$ cat config.mk
export PLATFORM = sky130hd
export DESIGN_NAME = ghash_tag_accumulator_unit
export DESIGN_NICKNAME = d
export VERILOG_FILES = /design/src/rtl/core/gta_pkg.sv /design/src/rtl/core/ghash_tag_accumulator_unit.sv /design/src/rtl/core/gta_gf_mul.sv
export SDC_FILE = /design/constraint.sdc
export NUM_CORES = 2
export LEC_CHECK = 0
export BUFFER_PORTS_ARGS = -buffer_cell sky130_fd_sc_hd__buf_2
export CAP_MARGIN = 30
export CORE_MARGIN = 2
export CORE_UTILIZATION = 45
export DETAILED_ROUTE_END_ITERATION = 12
export PLACE_DENSITY = 0.65
export SLEW_MARGIN = 40
export SYNTH_ARGS = -nofsm -noshare
export SYNTH_HDL_FRONTEND = slang
export SYNTH_HIERARCHICAL = 1
export SYNTH_SLANG_ARGS = --single-unit
$ cat constraint.sdc
create_clock -name clk -period 7.8 [get_ports clk]
set_input_delay 0.78 -clock clk [delete_from_list [all_inputs] [get_ports clk]]
set_output_delay 0.78 -clock clk [all_outputs]
set_load 0.005 [all_outputs]
$ cat src/rtl/core/gta_pkg.sv
`timescale 1ns / 1ps
// ----------------------------------------------------------------------------
// gta_pkg: shared types and constants for the GHASH tag accumulator
// Field widths, GF(2^128) reduction constant, digit geometry, state and
// register codes, and the byte padding mask.
// ----------------------------------------------------------------------------
package gta_pkg;

  localparam int BLOCK_BITS  = 128;
  localparam int HALF_BITS   = 64;
  localparam int BLOCK_BYTES = 16;
  localparam int COUNT_BITS  = 5;

  // Multiplier digit: bits of the multiplicand consumed per cycle
  localparam int DIGIT_BITS  = 8;
  localparam int DIGIT_COUNT = BLOCK_BITS / DIGIT_BITS;
  localparam int DIGIT_IDX_W = $clog2(DIGIT_COUNT);

  // x^128 + x^7 + x^2 + x + 1 in the reflected bit order
  localparam logic [BLOCK_BITS-1:0] GF_REDUCE = {8'he1, 120'd0};

  typedef logic [BLOCK_BITS-1:0] block_t;

  typedef enum logic [1:0] {
    ST_IDLE,
    ST_MUL_DATA,
    ST_MUL_LEN,
    ST_EMIT
  } gta_state_t;

  typedef enum logic [1:0] {
    CFG_HASH_KEY_HI,
    CFG_HASH_KEY_LO,
    CFG_TAG_MASK_HI,
    CFG_TAG_MASK_LO
  } cfg_index_t;

  // Keep the leading cnt bytes of a block, clear the rest
  function automatic block_t gta_pad_mask(input logic [COUNT_BITS-1:0] cnt);
    block_t m;
    m = '0;
    for (int i = 0; i < BLOCK_BYTES; i++) begin
      if (COUNT_BITS'(i) < cnt) begin
        m[BLOCK_BITS-1-8*i -: 8] = 8'hff;
      end
    end
    return m;
  endfunction

endpackage

$ cat src/rtl/core/ghash_tag_accumulator_unit.sv
`timescale 1ns / 1ps
// ----------------------------------------------------------------------------
// ghash_tag_accumulator_unit: GCM authentication tag over ciphertext
// Pads each ciphertext block, folds it into the GHASH accumulator through
// a digit-serial multiply by H, counts bytes, and on the last word absorbs
// the lengths block and emits accumulator XOR E(K,J0) as the tag.
// ----------------------------------------------------------------------------
//  channel  direction  handshake            payload
//  in       sink       in_valid / in_stall  block_hi, block_lo, byte_count, last
//  out      source     out_valid/out_stall  tag_hi, tag_lo
//  cfg      sink       cfg_we               cfg_index, cfg_wdata
//
//  A data word costs one GF(2^128) multiply on the 8-bit digit multiplier
//  plus a hand-off; a last word adds a second multiply for the lengths
//  block and a pass through ST_EMIT to load the tag. No new word is taken meanwhile.
//  A word with a byte count of zero and no last mark is taken and dropped.
//  Reset (synchronous, rst_n low) clears the accumulator, byte count,
//  configuration and output valid. A stalled tag stays in the output
//  register while the next message is already taken and hashed.
// ----------------------------------------------------------------------------
module ghash_tag_accumulator_unit #(
  parameter int LENGTH_BITS = 36
) (
  input  logic                         clk,
  input  logic                         rst_n,
  // configuration
  input  logic                         cfg_we,
  input  gta_pkg::cfg_index_t          cfg_index,
  input  logic [gta_pkg::HALF_BITS-1:0] cfg_wdata,
  // input words
  input  logic                         in_valid,
  output logic                         in_stall,
  input  logic [gta_pkg::HALF_BITS-1:0] in_block_hi,
  input  logic [gta_pkg::HALF_BITS-1:0] in_block_lo,
  input  logic [gta_pkg::COUNT_BITS-1:0] in_byte_count,
  input  logic                         in_last,
  // tag words
  output logic                         out_valid,
  input  logic                         out_stall,
  output logic [gta_pkg::HALF_BITS-1:0] out_tag_hi,
  output logic [gta_pkg::HALF_BITS-1:0] out_tag_lo
);
  import gta_pkg::*;

  // configuration registers
  logic [HALF_BITS-1:0] hkey_hi_r, hkey_lo_r;
  logic [HALF_BITS-1:0] tmask_hi_r, tmask_lo_r;

  // hashing state
  gta_state_t             state_r, state_nxt;
  block_t                 accum_r, accum_nxt;
  logic [LENGTH_BITS-1:0] bytes_seen_r, bytes_seen_nxt;
  logic                   last_r, last_nxt;

  // output register
  logic                 out_valid_r, out_valid_nxt;
  logic [HALF_BITS-1:0] out_tag_hi_r, out_tag_hi_nxt;
  logic [HALF_BITS-1:0] out_tag_lo_r, out_tag_lo_nxt;

  // multiplier hand-off
  logic   mul_start;
  block_t mul_x;
  logic   mul_busy;
  logic   mul_done;
  block_t mul_z;

  logic                  in_take;
  logic [COUNT_BITS-1:0] cnt_sat;
  block_t                padded;
  block_t                len_block;
  logic                  out_free;

  // Clamp the byte count to a whole block and clear the tail bytes
  assign cnt_sat   = (in_byte_count > COUNT_BITS'(BLOCK_BYTES)) ?
                     COUNT_BITS'(BLOCK_BYTES) : in_byte_count;
  assign padded    = {in_block_hi, in_block_lo} & gta_pad_mask(cnt_sat);
  // lengths block: AAD length zero, ciphertext length in bits
  assign len_block = {{HALF_BITS{1'b0}}, HALF_BITS'(bytes_seen_r) << 3};

  assign in_stall  = (state_r != ST_IDLE);
  assign in_take   = in_valid && !in_stall;
  assign out_free  = !out_valid_r || !out_stall;

  always_comb begin
    state_nxt      = state_r;
    accum_nxt      = accum_r;
    bytes_seen_nxt = bytes_seen_r;
    last_nxt       = last_r;
    mul_start      = 1'b0;
    mul_x          = accum_r;
    out_valid_nxt  = out_valid_r && out_stall;
    out_tag_hi_nxt = out_tag_hi_r;
    out_tag_lo_nxt = out_tag_lo_r;

    case (state_r)
      ST_IDLE: begin
        if (in_take) begin
          last_nxt = in_last;
          if (cnt_sat != '0) begin
            // absorb the data block, advance the byte count
            mul_x          = accum_r ^ padded;
            mul_start      = 1'b1;
            bytes_seen_nxt = bytes_seen_r + LENGTH_BITS'(cnt_sat);
            state_nxt      = ST_MUL_DATA;
          end else if (in_last) begin
            // empty word closing the message: lengths block only
            mul_x     = accum_r ^ len_block;
            mul_start = 1'b1;
            state_nxt = ST_MUL_LEN;
          end
        end
      end
      ST_MUL_DATA: begin
        if (mul_done) begin
          accum_nxt = mul_z;
          if (last_r) begin
            mul_x     = mul_z ^ len_block;
            mul_start = 1'b1;
            state_nxt = ST_MUL_LEN;
          end else begin
            state_nxt = ST_IDLE;
          end
        end
      end
      ST_MUL_LEN: begin
        if (mul_done) begin
          accum_nxt = mul_z;
          state_nxt = ST_EMIT;
        end
      end
      ST_EMIT: begin
        // hold the tag until the output register frees, then clear the message
        if (out_free) begin
          out_valid_nxt  = 1'b1;
          out_tag_hi_nxt = accum_r[BLOCK_BITS-1 -: HALF_BITS] ^ tmask_hi_r;
          out_tag_lo_nxt = accum_r[HALF_BITS-1:0] ^ tmask_lo_r;
          accum_nxt      = '0;
          bytes_seen_nxt = '0;
          state_nxt      = ST_IDLE;
        end
      end
      default: begin
        state_nxt = ST_IDLE;
      end
    endcase
  end

  always_ff @(posedge clk) begin
    if (!rst_n) begin
      state_r      <= ST_IDLE;
      accum_r      <= '0;
      bytes_seen_r <= '0;
      last_r       <= 1'b0;
      out_valid_r  <= 1'b0;
    end else begin
      state_r      <= state_nxt;
      accum_r      <= accum_nxt;
      bytes_seen_r <= bytes_seen_nxt;
      last_r       <= last_nxt;
      out_valid_r  <= out_valid_nxt;
    end
  end

  always_ff @(posedge clk) begin
    out_tag_hi_r <= out_tag_hi_nxt;
    out_tag_lo_r <= out_tag_lo_nxt;
  end

  // Configuration writes land directly in their registers
  always_ff @(posedge clk) begin
    if (!rst_n) begin
      hkey_hi_r  <= '0;
      hkey_lo_r  <= '0;
      tmask_hi_r <= '0;
      tmask_lo_r <= '0;
    end else if (cfg_we) begin
      case (cfg_index)
        CFG_HASH_KEY_HI: hkey_hi_r  <= cfg_wdata;
        CFG_HASH_KEY_LO: hkey_lo_r  <= cfg_wdata;
        CFG_TAG_MASK_HI: tmask_hi_r <= cfg_wdata;
        CFG_TAG_MASK_LO: tmask_lo_r <= cfg_wdata;
        default: begin
        end
      endcase
    end
  end

  gta_gf_mul u_gf_mul (
    .clk   (clk),
    .rst_n (rst_n),
    .start (mul_start),
    .x_in  (mul_x),
    .h_in  ({hkey_hi_r, hkey_lo_r}),
    .busy  (mul_busy),
    .done  (mul_done),
    .z_out (mul_z)
  );

  assign out_valid  = out_valid_r;
  assign out_tag_hi = out_tag_hi_r;
  assign out_tag_lo = out_tag_lo_r;

`ifndef SYNTHESIS
  a_done_in_mul_state: assert property (@(posedge clk) disable iff (!rst_n)
    mul_done |-> (state_r == ST_MUL_DATA || state_r == ST_MUL_LEN))
    else $error("multiplier result arrived outside a multiply state");
  a_busy_in_mul_state: assert property (@(posedge clk) disable iff (!rst_n)
    mul_busy |-> (state_r == ST_MUL_DATA || state_r == ST_MUL_LEN))
    else $error("multiplier running while control is not waiting on it");
  a_tag_from_emit: assert property (@(posedge clk) disable iff (!rst_n)
    (!out_valid_r || !out_stall) ##1 out_valid_r |-> $past(state_r == ST_EMIT))
    else $error("tag loaded without an emit");
  a_clear_after_emit: assert property (@(posedge clk) disable iff (!rst_n)
    (state_r == ST_EMIT && out_free) |=> (bytes_seen_r == '0 && accum_r == '0))
    else $error("message state not cleared after tag");
`endif

endmodule

$ cat src/rtl/core/gta_gf_mul.sv
`timescale 1ns / 1ps
// ----------------------------------------------------------------------------
// gta_gf_mul: digit-serial GF(2^128) multiplier
// Shifts the multiplicand out one digit per cycle, MSB first, folding the
// shifted key into the product; done pulses once the last digit is in.
// ----------------------------------------------------------------------------
module gta_gf_mul (
  input  logic           clk,
  input  logic           rst_n,
  input  logic           start,
  input  gta_pkg::block_t x_in,
  input  gta_pkg::block_t h_in,
  output logic           busy,
  output logic           done,
  output gta_pkg::block_t z_out
);
  import gta_pkg::*;

  block_t                 x_r, x_nxt;
  block_t                 v_r, v_nxt;
  block_t                 z_r, z_nxt;
  logic [DIGIT_IDX_W-1:0] cnt_r;
  logic                   busy_r;
  logic                   done_r;

  // One digit of shift-and-add with reduction
  always_comb begin
    block_t zt;
    block_t vt;
    zt = z_r;
    vt = v_r;
    for (int j = 0; j < DIGIT_BITS; j++) begin
      if (x_r[BLOCK_BITS-1-j]) begin
        zt = zt ^ vt;
      end
      vt = vt[0] ? ((vt >> 1) ^ GF_REDUCE) : (vt >> 1);
    end
    z_nxt = zt;
    v_nxt = vt;
    x_nxt = x_r << DIGIT_BITS;
  end

  always_ff @(posedge clk) begin
    if (!rst_n) begin
      busy_r <= 1'b0;
      done_r <= 1'b0;
      cnt_r  <= '0;
    end else begin
      done_r <= 1'b0;
      if (start) begin
        busy_r <= 1'b1;
        cnt_r  <= '0;
      end else if (busy_r) begin
        cnt_r <= cnt_r + 1'b1;
        if (cnt_r == DIGIT_IDX_W'(DIGIT_COUNT - 1)) begin
          busy_r <= 1'b0;
          done_r <= 1'b1;
        end
      end
    end
  end

  always_ff @(posedge clk) begin
    if (start) begin
      x_r <= x_in;
      v_r <= h_in;
      z_r <= '0;
    end else if (busy_r) begin
      x_r <= x_nxt;
      v_r <= v_nxt;
      z_r <= z_nxt;
    end
  end

  assign busy  = busy_r;
  assign done  = done_r;
  assign z_out = z_r;

`ifndef SYNTHESIS
  a_start_idle: assert property (@(posedge clk) disable iff (!rst_n)
    start |-> !busy_r)
    else $error("multiplier restarted while busy");
  a_done_after_busy: assert property (@(posedge clk) disable iff (!rst_n)
    done_r |-> ($past(busy_r) && !busy_r))
    else $error("done without a finished pass");
  a_done_single: assert property (@(posedge clk) disable iff (!rst_n)
    done_r |=> !done_r)
    else $error("done held for more than one cycle");
`endif

endmodule

[After elaboration in Yosys (flattened, before gate mapping)]
Index checks and enable logic that the tools add are counted.
Word-level totals
  flip-flop bits (word level): 942
  output and inout bits: 130
  logic and storage cells: 169
Cells by class
  $lt $le $gt $ge: 17
  bitwise logic cells: 24
  equality and inequality tests: 14
  multiplexer cells: 70
  add/sub/neg operators: 2
  reductions and logical operators: 25
Operators with widths (count)
  128-bit 2-to-1 mux: 27
  128-bit XOR: 9
  128-bit case mux with 2 select lines: 2
  128-bit by 39-bit XOR with 128-bit output: 2
  128-bit AND: 1
  8-bit 2-to-1 mux: 16
  64-bit XOR: 2
  36-bit 2-to-1 mux: 3
  36-bit case mux with 2 select lines: 1
  4-bit by 5-bit less-than comparator with 1-bit output (first input constant): 8
  36-bit by 5-bit adder with 36-bit output: 1
  3-bit inverter with 4-bit output: 8
  3-bit by 5-bit less-than comparator with 1-bit output (first input constant): 4
  2-bit 2-to-1 mux: 7
  2-bit AND reduction: 6
  1-bit 2-to-1 mux: 11
  1-bit by 5-bit less-than comparator with 1-bit output (first input constant): 2
  2-bit by 5-bit less-than comparator with 1-bit output (first input constant): 2
  2-bit equality test (second input constant): 4
  2-bit case mux with 4 select lines: 1
  2-bit nonzero test: 4
  2-bit by 1-bit inequality test with 1-bit output (second input constant): 3
  2-bit inequality test (second input constant): 3
  5-bit > comparator (second input constant): 1
  17 further kinds: 24

[Depth between registers and ports, before layout]
  depth in word-level cells: 18
  gate-level depth with buffers: 11
  gate-level depth less buffers: 9

[By module]
The synthesis kept the hierarchy.
Modules (own cells, without submodules)
  gta_gf_mul: instances 1, area each 29062.9 µm², cells an instance 3341
  ghash_tag_accumulator_unit: instances 1, area each 26078.8 µm², cells an instance 2988

[Worst setup path after synthesis]
Ideal clock, no wire load.
  kind: input port to flip-flop
  from: input in_valid
  to: register u_gf_mul.v_r[0] (enable)
  data arrival time: 5.242 ns
  stages on the path: 8
  setup time: 0.511 ns
  data required time: 7.289 ns
  slack: 2.047 ns
  cells stage by stage: clkbuf_2 -> nand2_1 -> clkbuf_1 -> o21ai_0 -> clkbuf_1 -> clkbuf_1 -> clkbuf_1 -> or2_2
Between the ends
  cells in the longest elaborated chain, start to end: 4
RTL lines
  start: declaration: line ghash_tag_accumulator_unit.sv:31  | input logic in_valid,
  1-bit logical AND: line ghash_tag_accumulator_unit.sv:81  | assign in_take = in_valid && !in_stall;
  1-bit 2-to-1 mux: line ghash_tag_accumulator_unit.sv:97  | if (in_take) begin
  1-bit case mux with 2 select lines: line ghash_tag_accumulator_unit.sv:95  | case (state_r)
  via mul_start: line ghash_tag_accumulator_unit.sv:61  | logic mul_start;
  2-bit nonzero test (no source line)
  end signal: assignment: line gta_gf_mul.sv:66  | v_r <= h_in;
  end signal: assignment: line gta_gf_mul.sv:70  | v_r <= v_nxt;
  end: declaration: line gta_gf_mul.sv:20  | block_t v_r, v_nxt;
The timed path passes the listed nets, and every way through them passes these cells.
A chain may end at the register's enable or synchronous reset.

[Final worst setup path]
  from: register state_r[0]
  to: register u_gf_mul.x_r[68] (data pin)
Between the ends
  cells in the longest elaborated chain, start to end: 6
RTL lines
  start: declaration: line ghash_tag_accumulator_unit.sv:50  | gta_state_t state_r, state_nxt;
  start signal: assignment: line ghash_tag_accumulator_unit.sv:156  | state_r <= state_nxt;
  2-bit nonzero test: line ghash_tag_accumulator_unit.sv:80  | assign in_stall = (state_r != ST_IDLE);
  1-bit logical NOT: line ghash_tag_accumulator_unit.sv:81
  1-bit logical AND: line ghash_tag_accumulator_unit.sv:81
  1-bit 2-to-1 mux: line ghash_tag_accumulator_unit.sv:97
  1-bit case mux with 2 select lines *: line ghash_tag_accumulator_unit.sv:95
  via mul_start: line ghash_tag_accumulator_unit.sv:61
  128-bit 2-to-1 mux *: line gta_gf_mul.sv:64  | if (start) begin
  end signal: assignment: line gta_gf_mul.sv:65  | x_r <= x_in;
  end signal: assignment: line gta_gf_mul.sv:69  | x_r <= x_nxt;
  end: declaration: line gta_gf_mul.sv:19  | block_t x_r, x_nxt;
The timed path passes the listed nets; every way through them passes the cells marked *.

==> out/metrics.csv <==
metric,value,unit
first_pass_iters,6,
ios,335,
cts_root_buf,clkbuf_16,
synth.yosys.seq_area_share,41.2,%
fin_crit_sh,55.2,%
layout.nets,6503,
crit_path_cell_trace,"inv_1, ha_4, nand2_1, o21ai_4, buf_12, buf_16, buf_4, mux2_2",
syn_nets,6545,
cts_buffers,97,
final_hold_viol_count,0,
clk_path_buf_depth,3,
post_cts_buffers,0,
synthFlopType,dfxtp_1,
rsz0062_at_grt,false,
endpoint_kind,register,
finClkSkew,44.3,ps
grt_pass1_wl,276,mm
reg2reg_to,u_gf_mul/x_r[68],
max_slew_margin,39.3,%
cp_top_family,buffers and inverters,
syn_to_final_growth,10.1,%
cts_tree,built,
timing.fmax,232,MHz
synth_cells,6329,
crit_cells,8,
cp_num_buf_inv,4,
grt.total_usage,29.3,%
final_cell_area,0.0607,mm2
ys_warn_count,6,
die_w,354,um
cp.arrival,4740,ps
dpl-instance-area,0.0573,mm2
synth_cell_types,66,
slowest_delay,660,ps
netlist_area,0.0551,mm2
via_per_inst,5.63,
yosys.area.top_type,edfxtp_1,
post_cts_resized,0,
drt_iter0_markers,6009,
numClockSinks,942,
hold_class,in2reg,
synth_area_leaders,"edfxtp_1 (21%), dfxtp_1 (20%), nand2_1 (13%)",
synth_area_per_cell,8.71,um2
synth-async-reset-ratio,0,%
place.gp.congestion,0.961,
r2r-start,state_r[0],
num_vias,45100,
row_count,128,
crit_end,u_gf_mul/x_r[68],
outcome,completed,
critical_path_class,reg2reg,
die_y,354,um
grt-ovfl-total,0,
start_util,45.3,%
antenna_left,0,
required,8240,ps
multi_input_area,0.0303,mm2
grt_max_degree,206,
synth.most_common_cell,nand2_1,
cts_hold_buf,0,
drcViolationCount,0,
drv_cap,0,
antenna_found_initial,32,
die-area,0.125,mm2
synth_edf_count,384,
drive_above_1_share,12.7,%
h-tree-depth,3,
rrSetupSlack,3500,ps
dpl.hpwl,127,mm
clkTransAtPathRegs,70,ps
r2r_cells,8,
finalSetupTns,0,ps
ff_latch_area,0.0227,mm2
grt_pass1_vias,40800,
cp-start-kind,register,
slew_viol_final,0,
wire_per_inst,23.8,um
setup_viol_count_final,0,
num-fill-cells,11400,
worst_pin_slew,905,ps
min_period,4300,ps
p_leak,22.6,nW
cp_max_fo,91,
p_per_area,486,mW/mm2
clk_latency,710,ps
ys_ff_latch,942,
startpoint,state_r[0],
synth_top_area_share,20.9,%
io_buffers,334,
totalWireLength,190,mm
yosys-top-cells-count,"nand2_1 (1893), xnor2_1 (810), dfxtp_1 (558), xor2_1 (421), edfxtp_1 (384)",
slowest_stage,buf_4,
core_region_area,0.122,mm2
ir_drop,0.275,mV
[metrics by stage]
stage,power [W],util [%],std cells,hold WS [ps],setup WS [ps]
after floorplan,0.0204,-,6329,439,2050
after global placement,0.0240,47.0,7807,447,3850
after detailed placement,0.0244,47.1,7810,455,3710
after CTS,0.0292,49.8,7993,341,3670
after global routing,0.0310,49.8,7998,407,3340
final,0.0295,49.9,8010,375,3500
[worst register-to-register path: cells and delay by family, from the launching register on]
kind                     cells  cell delay (ps)
AO/OA/AOI/OAI                1              350
adder cells (fa/ha/maj)      1              640
buffers and inverters        4             1680
flip-flops                   1              360
multiplexers                 1              440
AND/OR/NAND/NOR              1              570
[cells in the final DEF (no fill, tap or decap), drive strengths merged, types with 26 or more instances in the layout]
cell	Yosys	final
a211o	36	36
a21boi	260	260
a21oi	180	180
a221o	64	64
a22oi	31	31
buf	150	384
clkbuf	375	124
clkinv	0	38
dfxtp	558	558
edfxtp	384	384
inv	22	26
mux2	243	243
nand2	1893	1893
nand3	26	26
nor2	274	274
nor2b	150	150
nor3b	149	149
o211ai	54	54
o21ai	74	74
xnor2	811	811
xor2	424	424
[area by class of cell]
type,count,area share [%]
multi-input combinational,4840,49.8
sequential,942,37.4
clock buffer,124,4.28
timing repair buffer,384,3.83
tap,1625,3.35
clock inverter,59,1.09
inverter,22,0.144
antenna,14,0.0577
[worst min-delay path by stage]
| stage | from | endpoint | slack (ps) | cells after the start |
|---|---|---|---|---|
| 2_1_floorplan | u_gf_mul/cnt_r[3] | u_gf_mul/done | 440 | 2 |
| 3_3_place_gp | hkey_lo_r[35] | hkey_lo_r[35] | 450 | 2 |
| 3_5_place_dp | hkey_lo_r[10] | hkey_lo_r[10] | 450 | 2 |
| 4_1_cts | out_stall | out_valid | 340 | 3 |
| 5_1_grt | in_last | last_r | 410 | 3 |
| 6_report | out_stall | out_valid | 370 | 3 |
[power by group]
part           switching, W  leakage (nW)  total, W  internal, W
Clock               0.00209          1.57   0.00483      0.00274
Sequential          0.00202          8.32   0.00877      0.00675
Combinational       0.00895          12.7    0.0159      0.00696
[state kept, by name, summed over array words and instances, names as in the netlist]
name	cells
accum_r	128
u_gf_mul/v_r	128
u_gf_mul/x_r	128
u_gf_mul/z_out	128
hkey_hi_r	64
hkey_lo_r	64
out_tag_hi	64
out_tag_lo	64
tmask_hi_r	64
tmask_lo_r	64
bytes_seen_r	36
u_gf_mul/cnt_r	4
state_r	2
last_r	1
out_valid	1
u_gf_mul/busy	1
u_gf_mul/done	1
[per-layer routing]
metal	vias up	wire, um	global-route usage, %
li1	20600	-	-
met4	34	11100	16.3
met1	21800	80400	42.3
met2	2320	76100	39.7
met3	326	22400	7.16
met5	-	195	0
[cell families after synthesis]
group | count (synthesis) | synth area share, %
simple gates | 2591 | 19.9
xor+xnor | 1240 | 19.9
flops | 942 | 41.2
compound gates | 747 | 9.47
buf+inv | 547 | 4.15
mux | 251 | 5.11
fa+ha+maj | 11 | 0.263
Power figures use the tool's default switching activity.
